File: src/design/rpre_pkg.sv
`default_nettype none
package rpre_pkg;

    localparam int PAGE_SHIFT = 12;
    localparam int IDX_W = 52;
    localparam logic [63:0] PAGE_BYTES = 64'd1 << PAGE_SHIFT;

    localparam int BIT_PRESENT = 63;
    localparam int BIT_SWAPPED = 62;

    localparam int FIFO_DEPTH = 4;
    localparam int PTR_W = $clog2(FIFO_DEPTH);
    localparam int CNT_W = $clog2(FIFO_DEPTH + 1);

    localparam logic [1:0] REG_REGION_BASE = 2'd0;
    localparam logic [1:0] REG_REGION_SIZE = 2'd1;
    localparam logic [1:0] REG_MAX_RUNS = 2'd2;

    localparam logic REQ_ENTRY = 1'b0;
    localparam logic REQ_FINISH = 1'b1;

    localparam logic KIND_RECORD = 1'b0;
    localparam logic KIND_SUMMARY = 1'b1;

    localparam logic STATUS_OK = 1'b0;
    localparam logic STATUS_BAD = 1'b1;

    typedef struct packed {
        logic        req_type;
        logic [63:0] entry;
    } in_item_t;

    typedef struct packed {
        logic        kind;
        logic [63:0] run_addr;
        logic [63:0] run_len;
        logic [63:0] resident_bytes;
        logic [63:0] swapped_bytes;
        logic [15:0] run_count;
        logic        more_runs;
        logic        status;
        logic        last;
    } out_item_t;

    // Results produced by one item, in order; count is 0, 1 or 2.
    typedef struct packed {
        logic [1:0] count;
        out_item_t  first;
        out_item_t  second;
    } push_t;

endpackage
`default_nettype wire

File: src/design/rpre_core.sv
`default_nettype none
module rpre_core (
    input  wire logic              clk,
    input  wire logic              rst_n,
    input  wire logic              cfg_we,
    input  wire logic [1:0]        cfg_index,
    input  wire logic [63:0]       cfg_data,
    input  wire logic              fire,
    input  wire rpre_pkg::in_item_t item,
    output rpre_pkg::push_t        push
);

    logic [63:0] region_base_reg;
    logic [63:0] region_size_reg;
    logic [15:0] max_runs_reg;

    logic [rpre_pkg::IDX_W-1:0] page_index_reg, page_index_next;
    logic [rpre_pkg::IDX_W-1:0] run_pages_reg, run_pages_next;
    logic [63:0] run_start_reg, run_start_next;
    logic [63:0] resident_total_reg, resident_total_next;
    logic [63:0] swapped_total_reg, swapped_total_next;
    logic [15:0] runs_emitted_reg, runs_emitted_next;
    logic        overflow_flag_reg, overflow_flag_next;

    logic        region_ok;
    logic [63:0] page_total;
    logic        in_range;
    logic        closing;
    logic        room;
    logic        sent;
    logic [63:0] rec_len;
    logic [63:0] run_end;
    logic [63:0] region_end;
    logic [63:0] tail_len;
    logic [63:0] new_start;
    rpre_pkg::out_item_t record_item;
    rpre_pkg::out_item_t tail_item;
    rpre_pkg::out_item_t summary_item;
    rpre_pkg::out_item_t bad_item;

    always_ff @(posedge clk or negedge rst_n)
    begin
        if (!rst_n)
        begin
            region_base_reg <= '0;
            region_size_reg <= '0;
            max_runs_reg    <= 16'hFFFF;
        end
        else if (cfg_we)
        begin
            if (cfg_index == rpre_pkg::REG_REGION_BASE)
            begin
                region_base_reg <= cfg_data;
            end
            else if (cfg_index == rpre_pkg::REG_REGION_SIZE)
            begin
                region_size_reg <= cfg_data;
            end
            else if (cfg_index == rpre_pkg::REG_MAX_RUNS)
            begin
                max_runs_reg <= cfg_data[15:0];
            end
        end
    end

    assign region_ok = (region_base_reg[rpre_pkg::PAGE_SHIFT-1:0] == '0)
                       && (region_size_reg != '0);
    assign page_total = (region_size_reg >> rpre_pkg::PAGE_SHIFT)
                        + 64'(|region_size_reg[rpre_pkg::PAGE_SHIFT-1:0]);
    assign in_range   = 64'(page_index_reg) < page_total;
    assign closing    = run_pages_reg != '0;
    assign room       = runs_emitted_reg < max_runs_reg;
    assign sent       = closing && room;
    assign rec_len    = 64'(run_pages_reg) << rpre_pkg::PAGE_SHIFT;
    assign run_end    = run_start_reg + rec_len;
    assign region_end = region_base_reg + region_size_reg;
    assign tail_len   = (run_end > region_end) ? (region_end - run_start_reg) : rec_len;
    assign new_start  = region_base_reg + (64'(page_index_reg) << rpre_pkg::PAGE_SHIFT);

    always_comb
    begin
        record_item          = '0;
        record_item.kind     = rpre_pkg::KIND_RECORD;
        record_item.run_addr = run_start_reg;
        record_item.run_len  = rec_len;

        tail_item         = record_item;
        tail_item.run_len = tail_len;

        summary_item                = '0;
        summary_item.kind           = rpre_pkg::KIND_SUMMARY;
        summary_item.resident_bytes = resident_total_reg;
        summary_item.swapped_bytes  = swapped_total_reg;
        summary_item.run_count      = runs_emitted_reg + 16'(sent);
        summary_item.more_runs      = overflow_flag_reg | (closing && !room);
        summary_item.status         = rpre_pkg::STATUS_OK;
        summary_item.last           = 1'b1;

        bad_item        = '0;
        bad_item.kind   = rpre_pkg::KIND_SUMMARY;
        bad_item.status = rpre_pkg::STATUS_BAD;
        bad_item.last   = 1'b1;
    end

    always_comb
    begin
        page_index_next     = page_index_reg;
        run_pages_next      = run_pages_reg;
        run_start_next      = run_start_reg;
        resident_total_next = resident_total_reg;
        swapped_total_next  = swapped_total_reg;
        runs_emitted_next   = runs_emitted_reg;
        overflow_flag_next  = overflow_flag_reg;
        push                = '0;

        if (fire)
        begin
            if (item.req_type == rpre_pkg::REQ_ENTRY)
            begin
                if (region_ok && in_range)
                begin
                    if (item.entry[rpre_pkg::BIT_PRESENT])
                    begin
                        resident_total_next = resident_total_reg + rpre_pkg::PAGE_BYTES;
                        if (!closing)
                        begin
                            run_start_next = new_start;
                        end
                        run_pages_next = run_pages_reg + rpre_pkg::IDX_W'(1);
                    end
                    else
                    begin
                        if (item.entry[rpre_pkg::BIT_SWAPPED])
                        begin
                            swapped_total_next = swapped_total_reg + rpre_pkg::PAGE_BYTES;
                        end
                        if (closing)
                        begin
                            if (room)
                            begin
                                runs_emitted_next = runs_emitted_reg + 16'd1;
                                push.count        = 2'd1;
                                push.first        = record_item;
                            end
                            else
                            begin
                                overflow_flag_next = 1'b1;
                            end
                            run_pages_next = '0;
                        end
                    end
                    page_index_next = page_index_reg + rpre_pkg::IDX_W'(1);
                end
            end
            else
            begin
                if (!region_ok)
                begin
                    push.count = 2'd1;
                    push.first = bad_item;
                end
                else if (sent)
                begin
                    push.count  = 2'd2;
                    push.first  = tail_item;
                    push.second = summary_item;
                end
                else
                begin
                    push.count = 2'd1;
                    push.first = summary_item;
                end
                page_index_next     = '0;
                run_pages_next      = '0;
                run_start_next      = '0;
                resident_total_next = '0;
                swapped_total_next  = '0;
                runs_emitted_next   = '0;
                overflow_flag_next  = 1'b0;
            end
        end
    end

    always_ff @(posedge clk or negedge rst_n)
    begin
        if (!rst_n)
        begin
            page_index_reg     <= '0;
            run_pages_reg      <= '0;
            run_start_reg      <= '0;
            resident_total_reg <= '0;
            swapped_total_reg  <= '0;
            runs_emitted_reg   <= '0;
            overflow_flag_reg  <= 1'b0;
        end
        else
        begin
            page_index_reg     <= page_index_next;
            run_pages_reg      <= run_pages_next;
            run_start_reg      <= run_start_next;
            resident_total_reg <= resident_total_next;
            swapped_total_reg  <= swapped_total_next;
            runs_emitted_reg   <= runs_emitted_next;
            overflow_flag_reg  <= overflow_flag_next;
        end
    end

endmodule
`default_nettype wire

File: src/design/rpre_out_fifo.sv
`default_nettype none
module rpre_out_fifo (
    input  wire logic               clk,
    input  wire logic               rst_n,
    input  wire rpre_pkg::push_t    push,
    output logic                    space_ok,
    output logic                    out_valid,
    input  wire logic               out_ready,
    output rpre_pkg::out_item_t     out_item
);

    rpre_pkg::out_item_t mem [rpre_pkg::FIFO_DEPTH];

    logic [rpre_pkg::PTR_W-1:0] wr_ptr_reg, wr_ptr_next;
    logic [rpre_pkg::PTR_W-1:0] rd_ptr_reg, rd_ptr_next;
    logic [rpre_pkg::CNT_W-1:0] count_reg, count_next;
    logic                       pop;

    assign out_valid = count_reg != '0;
    assign out_item  = mem[rd_ptr_reg];
    assign pop       = out_valid && out_ready;
    assign space_ok  = count_reg <= rpre_pkg::CNT_W'(rpre_pkg::FIFO_DEPTH - 2);

    assign wr_ptr_next = wr_ptr_reg + rpre_pkg::PTR_W'(push.count);
    assign rd_ptr_next = rd_ptr_reg + rpre_pkg::PTR_W'(pop);
    assign count_next  = count_reg + rpre_pkg::CNT_W'(push.count)
                         - rpre_pkg::CNT_W'(pop);

    always_ff @(posedge clk)
    begin
        if (push.count != 2'd0)
        begin
            mem[wr_ptr_reg] <= push.first;
        end
        if (push.count == 2'd2)
        begin
            mem[wr_ptr_reg + rpre_pkg::PTR_W'(1)] <= push.second;
        end
    end

    always_ff @(posedge clk or negedge rst_n)
    begin
        if (!rst_n)
        begin
            wr_ptr_reg <= '0;
            rd_ptr_reg <= '0;
            count_reg  <= '0;
        end
        else
        begin
            wr_ptr_reg <= wr_ptr_next;
            rd_ptr_reg <= rd_ptr_next;
            count_reg  <= count_next;
        end
    end

endmodule
`default_nettype wire

File: src/design/resident_page_run_extractor_unit.sv
// Scans the page-map entries of one region and emits resident runs plus a summary.
// The block accepts one item per cycle while the result queue has room: an item
// enters an input register, is processed against the run state once the queue
// has room, and its results are written into a four-entry result queue, which
// registers them before output. A finish item yields up to two results (tail run
// and summary); the queue drains one result per cycle while the consumer is ready,
// so a steady item stream is limited only by how fast the consumer takes results.
`default_nettype none
module resident_page_run_extractor_unit (
    input  wire logic                clk,
    input  wire logic                rst_n,
    input  wire logic                cfg_we,
    input  wire logic [1:0]          cfg_index,
    input  wire logic [63:0]         cfg_data,
    input  wire logic                in_valid,
    output logic                     in_ready,
    input  wire rpre_pkg::in_item_t  in_item,
    output logic                     out_valid,
    input  wire logic                out_ready,
    output rpre_pkg::out_item_t      out_item
);

    logic               hold_valid_reg, hold_valid_next;
    rpre_pkg::in_item_t hold_item_reg;
    logic               space_ok;
    logic               fire;
    logic               in_accept;
    rpre_pkg::push_t    push;

    assign fire      = hold_valid_reg && space_ok;
    assign in_ready  = !hold_valid_reg || fire;
    assign in_accept = in_valid && in_ready;

    assign hold_valid_next = in_accept || (hold_valid_reg && !fire);

    always_ff @(posedge clk or negedge rst_n)
    begin
        if (!rst_n)
        begin
            hold_valid_reg <= 1'b0;
        end
        else
        begin
            hold_valid_reg <= hold_valid_next;
        end
    end

    always_ff @(posedge clk)
    begin
        if (in_accept)
        begin
            hold_item_reg <= in_item;
        end
    end

    rpre_core u_core (
        .clk       (clk),
        .rst_n     (rst_n),
        .cfg_we    (cfg_we),
        .cfg_index (cfg_index),
        .cfg_data  (cfg_data),
        .fire      (fire),
        .item      (hold_item_reg),
        .push      (push)
    );

    rpre_out_fifo u_out_fifo (
        .clk       (clk),
        .rst_n     (rst_n),
        .push      (push),
        .space_ok  (space_ok),
        .out_valid (out_valid),
        .out_ready (out_ready),
        .out_item  (out_item)
    );

endmodule
`default_nettype wire

File: config.mk
export PLATFORM = sky130hd
export DESIGN_NAME = resident_page_run_extractor_unit
export DESIGN_NICKNAME = d
export VERILOG_FILES = /design/src/design/rpre_pkg.sv /design/src/design/rpre_core.sv /design/src/design/rpre_out_fifo.sv /design/src/design/resident_page_run_extractor_unit.sv
export SDC_FILE = /design/constraint.sdc
export NUM_CORES = 2
export LEC_CHECK = 0
export BUFFER_PORTS_ARGS = -buffer_cell sky130_fd_sc_hd__buf_2
export CORE_MARGIN = 3
export CORE_UTILIZATION = 55
export DETAILED_ROUTE_END_ITERATION = 10
export GPL_TIMING_DRIVEN = 0
export MAX_ROUTING_LAYER = met4
export PLACE_DENSITY = 0.76
export SETUP_SLACK_MARGIN = 0.3
export SLEW_MARGIN = 25
export SYNTH_ARGS = -nofsm -noshare
export SYNTH_HDL_FRONTEND = slang
export SYNTH_SLANG_ARGS = --single-unit
File: constraint.sdc
create_clock -name clk -period 8.9 [get_ports clk]
set_input_delay 2.67 -clock clk [delete_from_list [all_inputs] [get_ports clk]]
set_output_delay 2.67 -clock clk [all_outputs]
set_load 0.02 [all_outputs]
==> metrics <==
standard-cell rows 136; Yosys cell types 91; reg2reg start u_core.region_size_reg[2]$_DFFE_PN0P_; minimum clock period after layout 8270 ps; Crit path top cell by count and3_1; Max stage delay on crit path 500 ps; post-route ant nets 0; Synth warnings 0; FF-to-FF End u_out_fifo.mem[0][6]$_DFFE_PP_; Lkg Pwr 36.2 nW; maximum VDD drop 0.000227 V; post-route cell area 86100 um^2; DIE AREA 143000 um^2; total global-route track usage 33.9%; gpl congestion 0.981; status finished, final reports clean; drt total wl 240000 um; max-cap violation count 0; total power 0.0259 W; Synth Area per Inst 10.8 um^2; reg2reg path depth 31; number of buffers added on ports 351; PwrDens 301 nW/um^2; Starting Density 55.5%; dpl ws -5.16 ps; min-delay src u_out_fifo.mem[2][204]$_SDFFE_PP0N_; I/O Pins 414; Reg with most FFs u_out_fifo.mem; register area share after synthesis 47.4%; Critical Path AT 8800 ps; Synth async-reset ratio 30.4%; Hold Crit Depth 2; CP endpoint kind register; Worst-path clk slew 60 ps; Synth Flop Type dfxtp_1; Largest register FFs 1008; maximum root-to-sink buffer count 3; drt initial violations 6354; final setup vio count 0; first-pass GRT wire length 357000 um; Final Net Count 8125; CTS tree built; routed via count 60618; #FFs+latches synth 1452; Setup WS post-layout 628 ps; type of the tightest min-delay check register to register; die width 379 um; number of global-route vias before repair 58837; clock net sink count 1452; Post-DP Area 80900 um^2; clock skew 54.9 ps; initial antenna violation count 11; slew margin rel. 21.5%; post-synthesis cell count 7083; final hold vios 0; chip height 379 um; Worst Path Buf+Inv 6; cts hold-fix bufs 0; Final Core Density 62.6%; Slew @ Worst Pin 1170 ps; CP delay by family, top simple AND/OR/NAND/NOR gates; Residual DRC 0; maximum clock frequency 0.121 GHz; largest net degree at the start of global routing 96; detailed-route wire length per cell 25.1 um; Hold Path End u_out_fifo.mem[2][204]$_SDFFE_PP0N_; later-pin clock latency in the skew report 820 ps; DR vias/cell 6.35; Data required, critical path 9420 ps; GR Overflow Total 0; TritonCTS Buffers 150; 1st-pass router iterations 6; Critical Path Start Type register; H-Tree Depth 4; WHS 455 ps; DP HPWL 178000 um; Root Buffer Master clkbuf_16; EDFF count, synth 495; RSZ-0062 raised after global routing yes; Slowest-stage cell, CP or3b_2; Cell Area, Synth 76400 um^2; crit-path max FO 57; worst reg-to-reg setup slack 630 ps; period utilisation layout 92.9%; Core Box Area 138000 um^2; Setup Crit Path Kind register to register; layout cell share with drive strength beyond 1 14.9%; Slew Limit Fails 0; Area Overhead vs Synth 12.7%
## synthesized netlist by cell type, types with 27 or more instances
cell | number | area share [%]
nor2b_1 | 29 | 0.24
or3_1 | 43 | 0.35
nand3_1 | 420 | 2.8
nand4_1 | 117 | 0.96
buf_2 | 34 | 0.22
dfxtp_1 | 516 | 14
o21a_1 | 34 | 0.33
mux4_2 | 252 | 7.4
xnor2_1 | 194 | 2.2
clkbuf_1 | 314 | 1.5
a31oi_1 | 34 | 0.28
a22oi_1 | 63 | 0.62
dfrtp_1 | 425 | 14
mux2_2 | 144 | 2.1
a211oi_1 | 28 | 0.28
and4_1 | 27 | 0.31
o21bai_1 | 39 | 0.38
nor4_1 | 40 | 0.33
a21o_1 | 186 | 1.8
xor2_1 | 252 | 2.9
buf_1 | 57 | 0.28
a21oi_1 | 297 | 1.9
buf_4 | 28 | 0.28
o21ai_0 | 473 | 3.1
nand2b_1 | 51 | 0.42
nand2_1 | 333 | 1.6
and2_1 | 427 | 3.5
inv_1 | 232 | 1.1
nor2_1 | 462 | 2.3
edfxtp_1 | 495 | 19
ha_1 | 372 | 6.1
nor3_1 | 50 | 0.33
and3_1 | 103 | 0.84
a22o_1 | 259 | 3.0
## power breakdown
group | leakage [nW] | switching (W) | internal (W)
Clock | 2.43 | 0.00281 | 0.00363
Sequential | 15.0 | 0.000670 | 0.00762
Combinational | 18.8 | 0.00709 | 0.00413
Total | 36.2 | 0.0106 | 0.0154
## final cells by class
cell class                      count  area, um^2
Fill cell                       10863       51500
Multi-Input combinational cell   4968       37600
Sequential cell                  1452       36200
Clock buffer                      216        4190
Tap cell                         1794        2240
Timing Repair Buffer              374        2170
Buffer                            434        1820
Inverter                          232         915
Clock inverter                     65         833
Antenna cell                       16        40.0
## layer usage
| metal | up-vias | global-route usage, % | wire length (um) |
|---|---|---|---|
| met4 | 0 | 20.1 | 16400 |
| met3 | 701 | 6.58 | 20600 |
| met2 | 2977 | 53.3 | 113000 |
| met5 | - | - | 0 |
| met1 | 29887 | 40.7 | 90600 |
| li1 | 27053 | - | - |
## how the worst max path moves through the flow
stage / start / end / cells past startpoint
6_report: u_core.region_size_reg[2]$_DFFE_PN0P_ / u_out_fifo.mem[0][6]$_DFFE_PP_ / 31
3_3_place_gp: rst_n / u_core.swapped_total_reg[14]$_DFFE_PN0P_ / 1
5_1_grt: u_core.region_size_reg[7]$_DFFE_PN0P_ / u_out_fifo.mem[2][124]$_DFFE_PP_ / 30
4_1_cts: u_core.region_size_reg[2]$_DFFE_PN0P_ / u_out_fifo.mem[0][44]$_DFFE_PP_ / 31
2_1_floorplan: u_core.region_size_reg[7]$_DFFE_PN0P_ / u_out_fifo.mem[0][0]$_DFFE_PP_ / 30
3_5_place_dp: u_core.region_size_reg[2]$_DFFE_PN0P_ / u_out_fifo.mem[1][50]$_DFFE_PP_ / 30
## logic make-up after synthesis
group / share of synthesized area, %
adders and majority gates: 6.22
buffers and inverters: 3.48
xor gates and xnor gates: 5.14
DFF: 47.4
and+or+nand+nor: 14.5
AOI/OAI and AO/OA: 13.6
other: 0.00491
muxes: 9.63
## timing repair
action / 4_1_cts / 5_1_grt
setup endpoints to repair: 356 / 819
buffers inserted: 0 / 5
gates resized for setup: 8 / 25
pin swaps: 0 / 4
cloned: 0 / 1
## tightest hold or removal path, cell delays in order (launching register included)
cell,delay (ps)
dfxtp_1,320
nand2_1,40
o21ai_0,60
## metrics by stage
step / setup TNS [ps] / cells
2_1_floorplan: 0 / 7086
3_3_place_gp: -3530650 / 9231
3_5_place_dp: -72.8 / 9248
4_1_cts: 0 / 9529
5_1_grt: 0 / 9547
6_report: 0 / 9551
## cell usage in the layout, fill, tap and decap left out, types with 117 or more instances in the layout
| cell | instances |
|---|---|
| xnor2_1 | 194 |
| and2_1 | 427 |
| a21o_1 | 186 |
| ha_1 | 372 |
| buf_2 | 382 |
| nor2_1 | 453 |
| o21ai_0 | 473 |
| dfrtp_1 | 425 |
| clkbuf_16 | 152 |
| mux4_2 | 252 |
| inv_1 | 228 |
| edfxtp_1 | 495 |
| a22o_1 | 259 |
| nand2_1 | 333 |
| clkbuf_1 | 345 |
| nand3_1 | 419 |
| mux2_2 | 144 |
| dfxtp_1 | 516 |
| xor2_1 | 252 |
| nand4_1 | 117 |
| a21oi_1 | 297 |
(Power assumes the default switching activity.)
